===== src/rtl/core/pia_pkg.sv =====
// Shared codes, widths and cell control struct for the positional insert/delete array.
`timescale 1ns / 1ps
package pia_pkg;
	localparam int DEPTH_DEF = 64;
	localparam int DATA_W    = 32;
	localparam int POS_W     = 6;
	localparam int CNT_W     = 7;

	localparam logic [1:0] ACT_INSERT   = 2'd0;
	localparam logic [1:0] ACT_DELETE   = 2'd1;
	localparam logic [1:0] ACT_TRAVERSE = 2'd2;
	localparam logic [1:0] ACT_RSVD     = 2'd3;

	localparam logic [1:0] STAT_OK    = 2'd0;
	localparam logic [1:0] STAT_FULL  = 2'd1;
	localparam logic [1:0] STAT_EMPTY = 2'd2;
	localparam logic [1:0] STAT_RANGE = 2'd3;

	typedef enum logic [1:0] {
		CELL_HOLD = 2'd0,
		CELL_INS  = 2'd1,
		CELL_DEL  = 2'd2,
		CELL_ROT  = 2'd3
	} cell_op_t;

	typedef struct packed {
		cell_op_t               op;
		logic [POS_W-1:0]       pos;
		logic [CNT_W-1:0]       count;
		logic [DATA_W-1:0]      value;
	} cell_ctl_t;
endpackage


===== src/rtl/core/pia_cell.sv =====
// One slot of the list: holds an entry and shifts with its neighbors.
`timescale 1ns / 1ps
module pia_cell import pia_pkg::*; #(
	parameter int IDX = 0
) (
	input  logic              clk,
	input  cell_ctl_t         ctl,
	input  logic [DATA_W-1:0] left,
	input  logic [DATA_W-1:0] right,
	input  logic [DATA_W-1:0] head,
	output logic [DATA_W-1:0] data
);
	localparam logic [CNT_W-1:0] IDX_C  = CNT_W'(IDX);
	localparam logic [CNT_W-1:0] IDX_P1 = CNT_W'(IDX + 1);

	logic [CNT_W-1:0]  pos_c;
	logic [DATA_W-1:0] data_q;
	logic [DATA_W-1:0] data_nxt;

	assign pos_c = CNT_W'(ctl.pos);
	assign data  = data_q;

	always_comb begin
		data_nxt = data_q;
		unique case (ctl.op)
			CELL_INS: begin
				// slot at pos takes the new value, later live slots move up
				if (IDX_C == pos_c) begin
					data_nxt = ctl.value;
				end else if (IDX_C > pos_c && IDX_C <= ctl.count) begin
					data_nxt = left;
				end
			end
			CELL_DEL: begin
				if (IDX_C >= pos_c && IDX_P1 < ctl.count) begin
					data_nxt = right;
				end
			end
			CELL_ROT: begin
				// rotate the live part of the row: last live slot takes the head
				if (IDX_P1 == ctl.count) begin
					data_nxt = head;
				end else if (IDX_P1 < ctl.count) begin
					data_nxt = right;
				end
			end
			default: data_nxt = data_q;
		endcase
	end

	always_ff @(posedge clk) begin
		data_q <= data_nxt;
	end
endmodule


===== config.mk =====
export PLATFORM = sky130hd
export DESIGN_NAME = pia_cell
export DESIGN_NICKNAME = d
export VERILOG_FILES = /design/src/rtl/core/pia_pkg.sv /design/src/rtl/core/pia_cell.sv
export SDC_FILE = /design/constraint.sdc
export NUM_CORES = 1
export LEC_CHECK = 0
export ABC_CLOCK_PERIOD_IN_PS = 3000
export BUFFER_PORTS_ARGS = -buffer_cell sky130_fd_sc_hd__buf_2
export CORE_ASPECT_RATIO = 1.75
export CORE_UTILIZATION = 39
export CTS_BUF_LIST = sky130_fd_sc_hd__clkbuf_4 sky130_fd_sc_hd__clkbuf_8
export DETAILED_ROUTE_END_ITERATION = 16
export PLACE_DENSITY_LB_ADDON = 0.3
export SLEW_MARGIN = 20
export SYNTH_ARGS = -nofsm -noshare
export SYNTH_HDL_FRONTEND = slang
export SYNTH_SLANG_ARGS = --single-unit
export TNS_END_PERCENT = 100

===== constraint.sdc =====
create_clock -name clk -period 3 [get_ports clk]
set_input_delay 0.45 -clock clk [delete_from_list [all_inputs] [get_ports clk]]
set_output_delay 0.45 -clock clk [all_outputs]
set_load 0.01 [all_outputs]

==> results by group, run 1 <==
STA
  • Fmax: 0.417 GHz
  • Final hold slack: 0.560 ns
  • Max Transition Viols Final: 0
  • Final number of hold-violating endpoints: 0
  • Worst-margin pin slew: 0.606 ns
  • Final setup violation count: 0
  • Fin crit share: 79.9%
  • Tmin final: 2.40 ns
  • RSZ-0062 raised after global routing: false
  • TNS Setup: 0 ns
  • Slew headroom: 59.5%

Layout
  • Layout Cells excl Fill: 416
  • Most common cell after layout, fill and taps aside: buf_2
  • Reg area: 961 um^2
  • Area Growth Syn to Fin: 48.5%
  • Commonest cells after routing, fill and taps aside: buf_2 (175), nor3_1 (64), mux2i_1 (32), a211oi_1 (32), edfxtp_1 (32)
  • Nets: 506
  • Filler cells: 466
  • Ant. Diodes: 0
  • Multi-input gate area: 957 um^2
  • Number of flip-flops in the largest register: 32
  • Layout cells sized above 1: 52.5%
  • Post-Route Utilization: 60.2%

Min path
  • Min-delay worst type: in -> reg

Die
  • Starting Density: 40.5%
  • Top-level I/O count: 176
  • Die height: 97.2 um
  • Rows: 34
  • Die ar.: 0.00548 mm^2
  • Core box area: 0.00498 mm^2
  • Die Width: 56.4 um

Pwr
  • NetSw: 0.272 mW
  • Maximum VDD drop: 271 uV
  • Clock network power share: 28.2%
  • Switching part of the total: 25.0%
  • Flop pwr share: 50.0%
  • P per Cell Area: 363 mW/mm^2
  • Pwr Total: 1.09 mW
  • Comb pwr share: 21.8%
  • Leak Pwr: 1.52 nW
  • Pint: 0.816 mW

Worst setup path
  • Arrival time worst endpoint: 2.49 ns
  • Setup crit end kind: flop
  • Critical path class: in -> reg
  • Peak fanout along the critical path: 32
  • CP Data Required Time: 3.09 ns
  • Crit start category: input pin

Global routing
  • Vias in the first global route: 2149
  • Largest net degree at the start of global routing: 40
  • Total gr overflow: 0
  • Initial antenna violation count: 0
  • GRT Resource Usage Total: 21.7%
  • First-pass GRT wire length: 9380 um

Routing
  • Via count: 2215
  • DRC violations left: 0
  • Routed vias/inst: 5.32
  • DRT Pass-1 Iters: 4
  • Initial DRC Count: 63
  • WL/cell: 13.9 um
  • Post-route ant nets: 0
  • Final WL: 5770 um

Outcome
  • Status: finished, final reports clean

Synthesis
  • Post-Synthesis Cells: 194
  • Register bit total from synthesis: 32
  • Synth Net Count: 338
  • YS warnings: 0
  • Synthesized area per cell: 10.4 um^2
  • Mapped Area: 0.00202 mm^2
  • Post-synthesis cell type count: 16
  • Post-synthesis sequential area ratio: 47.6%

Clocking
  • CTS Sinks: 32
  • CTS resizes: 0
  • Clk slew on worst S/H paths: 0.07 ns
  • CTS tree: yes
  • Setup Fix Bufs, Post-CTS: 0
  • CTS Root Cell: clkbuf_8
  • CTS Buffer Depth: 2
  • Cts bufs inserted: 5
  • Hold Buf Count CTS: 0
  • # H-tree levels: 2

Placement
  • Port-buffer cells: 175
  • Dpl cells: 409
  • DP HPWL: 4470 um
  • Gpl congestion: 0.810

Run
  • MaxCap Viol Count: 0
[final timing paths]
| kind | startpoint | to | slack [ns] | depth (start not counted) |
|---|---|---|---|---|
| hold / removal | ctl[6] | data[6] | 0.56 | 3 |
| setup / recovery | ctl[35] | data[4] | 0.60 | 6 |
[synth_stat cells]
| library cell | n | area share, % |
|---|---|---|
| nand3b_1 | 1 | 0.37 |
| or3_1 | 1 | 0.31 |
| nor3_1 | 64 | 16 |
| nor2_1 | 1 | 0.19 |
| nand3_1 | 2 | 0.50 |
| buf_2 | 1 | 0.25 |
| edfxtp_1 | 32 | 48 |
| clkbuf_1 | 18 | 3.3 |
| o211ai_1 | 1 | 0.37 |
| and2_1 | 1 | 0.31 |
| or4_1 | 2 | 0.74 |
| a211oi_1 | 32 | 12 |
| buf_6 | 3 | 1.7 |
| nor4_1 | 1 | 0.31 |
| mux2i_1 | 32 | 16 |
| nand2_1 | 2 | 0.37 |
[critical path, stage by stage]
cell and delay [ns]:
buf_2 0.09, or4_1 0.52, or4_2 0.61, buf_4 0.33
mux2i_1 0.18, a211oi_1 0.29
[kinds of logic after synthesis]
group / share of synthesized area (%)
buffers and inverters: 5.27
AND/OR/NAND/NOR: 19.0
flip-flops: 47.6
AO/OA/AOI/OAI: 12.3
multiplexers: 15.9
[power by group through the flow]
stage	registers (mW)	logic [mW]	clock network, mW
2_1_floorplan	0.577	0.0779	0
3_3_place_gp	0.553	0.236	0
3_5_place_dp	0.553	0.240	0
4_1_cts	0.544	0.240	0.317
5_1_grt	0.547	0.262	0.330
6_report	0.544	0.237	0.307
[per-layer routing]
layer,up-vias,share of wire (%),GRT usage [%],wire [um]
li1,1104,-,-,-
met1,984,35,22.0,2030
met2,112,54,40.7,3140
met3,15,7.2,4.79,413
met4,0,3.2,10.1,185
met5,-,0,0,0
[through the flow]
stage / cell area [um^2] / setup WS [ns]
finish: 3000 / 0.604
global route: 3000 / 0.503
CTS: 3000 / 0.635
detailed placement: 2920 / 0.345
global placement: 2920 / 0.340
floorplan: 2020 / 0.219
[final cells by class]
| type | instances | area share (%) |
|---|---|---|
| repair buffers | 183 | 31.2 |
| flip-flops and latches | 32 | 32.1 |
| clock buffers | 5 | 2.30 |
| well taps | 54 | 2.25 |
| multi-input cells | 140 | 31.9 |
| clock inverters | 2 | 0.250 |
Note: power is estimated with default switching activity, not from simulation.
==> inputs of run 2 (changes only) <==
- ABC_AREA: default -> 1
- ABC_CLOCK_PERIOD_IN_PS: 3000 -> 2080
- CORE_UTILIZATION: 39 -> 40
- clock period: 3 -> 2.08 ns (I/O delays scaled with it)
==> run 2 against run 1 <==
The flow now finishes with violations (DRC). Sequential power grew 44%. Count of clock-buffer cells in the layout increased by 2. Hold slack lost 0.22 ns. Routed wire length is 40% higher. Die area increased by 35%. Setup slack improved by 0.040 ns. Combinational power up 91%. Total power rose by 57%. Final area up 28%. Clock power up 55%. Non-clock buffer count rose by 2. Sequential share of layout area decreased by 7.0 points. Critical path type unchanged. Critical endpoint is now data[0]. Largest power group unchanged.
==> results by group, run 2 <==
Synthesis
  • Primary FF master, synth: edfxtp_1
  • Yosys top cell by area: edfxtp_1
  • Post-Synthesis Cells: 451 (+130%)
  • Async set-reset flop share out of synthesis: 0% (unchanged)
  • Top-count cell post-synth: nand2_1
  • Synthesized area per cell: 6.24 um^2 (-40%)
  • Number of synthesized flops with an enable pin: 32 (unchanged)
  • Area contributors post-synth: edfxtp_1 (34%), nand2_1 (23%), inv_1 (15%), nand3_1 (14%), nand3_2 (3.2%)
  • Post-synthesis cell type count: 19 (+3)
  • Post-synthesis sequential area ratio: 34.1% (-13 points)
  • Share of the synthesized area in the top cell type: 34.1% (-13 points)
  • Register bit total from synthesis: 32 (unchanged)
  • Mapped Area: 0.00282 mm^2 (+39%)
  • Synth Net Count: 595 (+76%)
  • YS warnings: 0 (unchanged)
  • Synth top cells by count: nand2_1 (175), inv_1 (110), nand3_1 (77)

Routing
  • DRT Pass-1 Iters: 11 (+7)
  • WL/cell: 11.5 um (-17%)
  • Initial DRC Count: 230 (+270%)
  • Final WL: 8100 um (+40%)
  • Via count: 3232 (+46%)
  • DRC violations left: 1 (+1)
  • Routed vias/inst: 4.58 (-14%)
  • Post-route ant nets: 0 (unchanged)

Clocking
  • Clk slew on worst S/H paths: 0.07 ns (about the same)
  • CTS tree: yes
  • CTS Sinks: 32 (unchanged)
  • CTS resizes: 0 (unchanged)
  • CTS Buffer Depth: 2 (unchanged)
  • CTS Root Cell: clkbuf_8
  • Cts bufs inserted: 5 (unchanged)
  • Hold Buf Count CTS: 0 (unchanged)
  • Setup Fix Bufs, Post-CTS: 0 (unchanged)
  • # H-tree levels: 2 (unchanged)

Die
  • Top-level I/O count: 176 (unchanged)
  • Die height: 113 um (+16%)
  • Starting Density: 41.1% (+0.51 points)
  • Core box area: 0.00686 mm^2 (+38%)
  • Die ar.: 0.00739 mm^2 (+35%)
  • Rows: 40 (+18%)
  • Die Width: 65.4 um (+16%)

Worst setup path
  • Setup crit end kind: flop
  • Crit path largest cell delay: 0.34 ns (-0.27 ns)
  • Arrival time worst endpoint: 1.41 ns (-1.08 ns)
  • Critical path class: in -> reg
  • CP Data Required Time: 2.06 ns (-1.03 ns)
  • Crit start category: input pin
  • CP cell instances: buf_2 > inv_2 > buf_4 > o21ai_1 > a21oi_4 > buf_12
  • Slowest CP cell: buf_4
  • Peak fanout along the critical path: 33 (+3.1%)

Outcome
  • Failing checks: DRC
  • Status: complete, but fails checks

Layout
  • Number of flip-flops in the largest register: 32 (unchanged)
  • Layout cells sized above 1: 33.8% (-19 points)
  • Nets: 765 (+51%)
  • Ant. Diodes: 0 (unchanged)
  • Area Growth Syn to Fin: 36.2%
  • Post-Route Utilization: 55.9% (-4.3 points)
  • Commonest cells after routing, fill and taps aside: nand2_1 (175), buf_2 (175), inv_1 (110), nand3_1 (77), edfxtp_1 (32)

Placement
  • DP HPWL: 6390 um (+43%)
  • Gpl congestion: 0.824 (+1.7%)
  • Place WS: 0.352 ns (+0.00697 ns)
  • Port-buffer cells: 175 (unchanged)

STA
  • Fmax: 0.696 GHz
  • Max Transition Viols Final: 0 (unchanged)
  • RSZ-0062 raised after global routing: false
  • Fin crit share: 69.1%
  • Worst-margin pin slew: 1.05 ns (+0.444 ns)
  • Tmin final: 1.44 ns
  • TNS Setup: 0 ns (unchanged)
  • Final worst slack: 0.643 ns (+0.0397 ns)
  • Slew headroom: 29.9% (-30 points)
  • Final number of hold-violating endpoints: 0 (unchanged)
  • Final setup violation count: 0 (unchanged)

Min path
  • Min-delay worst type: in -> reg

Global routing
  • Initial antenna violation count: 0 (unchanged)
  • Largest net degree at the start of global routing: 34 (-15%)
  • Vias in the first global route: 3058 (+42%)
  • First-pass GRT wire length: 13000 um (+38%)
  • GRT Resource Usage Total: 22.4% (+0.70 points)
  • Grt met2 use: 45.2% (+4.5 points)
  • GR peak layer: met2
  • Total gr overflow: 0 (unchanged)
  • Routing usage on met1: 23.0% (+1.0 points)
  • GR Layer Usage met3: 2.32% (-2.5 points)

Pwr
  • P per Cell Area: 446 mW/mm^2 (+23%)
  • Leak Pwr: 2.33 nW (+53%)
  • Maximum VDD drop: 263 uV (-3.2%)

Run
  • MaxCap Viol Count: 0 (unchanged)
run 2: cells by family (layout without fill, tap and decap cells):
family / after synthesis / count (layout) / share of synthesized area (%)
compound gates: 13 / 13 / 2.44
flops: 32 / 32 / 34.1
simple gates: 272 / 272 / 42.9
buf+inv: 134 / 305 / 20.5
run 2: path summary, 6_finish.rpt:
kind	start	endpoint	slack (ns)	depth (start not counted)
worst max-delay path	ctl[46]	data[0]	0.64	6
worst min-delay path	right[20]	data[20]	0.34	3
run 2: layer usage:
metal / up-vias / part of all wire (%)
met2: 124 / 58
met3: 2 / 4.9
li1: 1693 / -
met4: 0 / 0.30
met5: - / 0
met1: 1413 / 37
run 2: final cells by class:
cell class              instances  area [um^2]
well taps                      84          105
flip-flops and latches         32          961
fillers                       696         3020
clock buffers                   7         83.8
clock inverters                 1         3.75
repair buffers                185          976
inverters                     112          420
multi-input cells             285         1280
run 2: critical path, delay by kind of cell:
kind,cells,cell delay (ns)
buf+inv,4,0.73
compound gates,2,0.38
run 2: metrics by stage:
| stage | hold WS, ns | cells | total power, mW | cell area, um^2 |
|---|---|---|---|---|
| floorplan | 0.515 | 451 | 1.02 | 2820 |
| global placement | 0.612 | 698 | 1.24 | 3750 |
| detailed placement | 0.620 | 698 | 1.25 | 3750 |
| CTS | 0.326 | 706 | 1.73 | 3830 |
| global route | 0.340 | 706 | 1.82 | 3830 |
| finish | 0.342 | 706 | 1.71 | 3830 |
run 2: report_power, final:
group	switching, mW	internal, mW
combinational	0.241	0.213
sequential	0.0122	0.770
clock	0.217	0.259
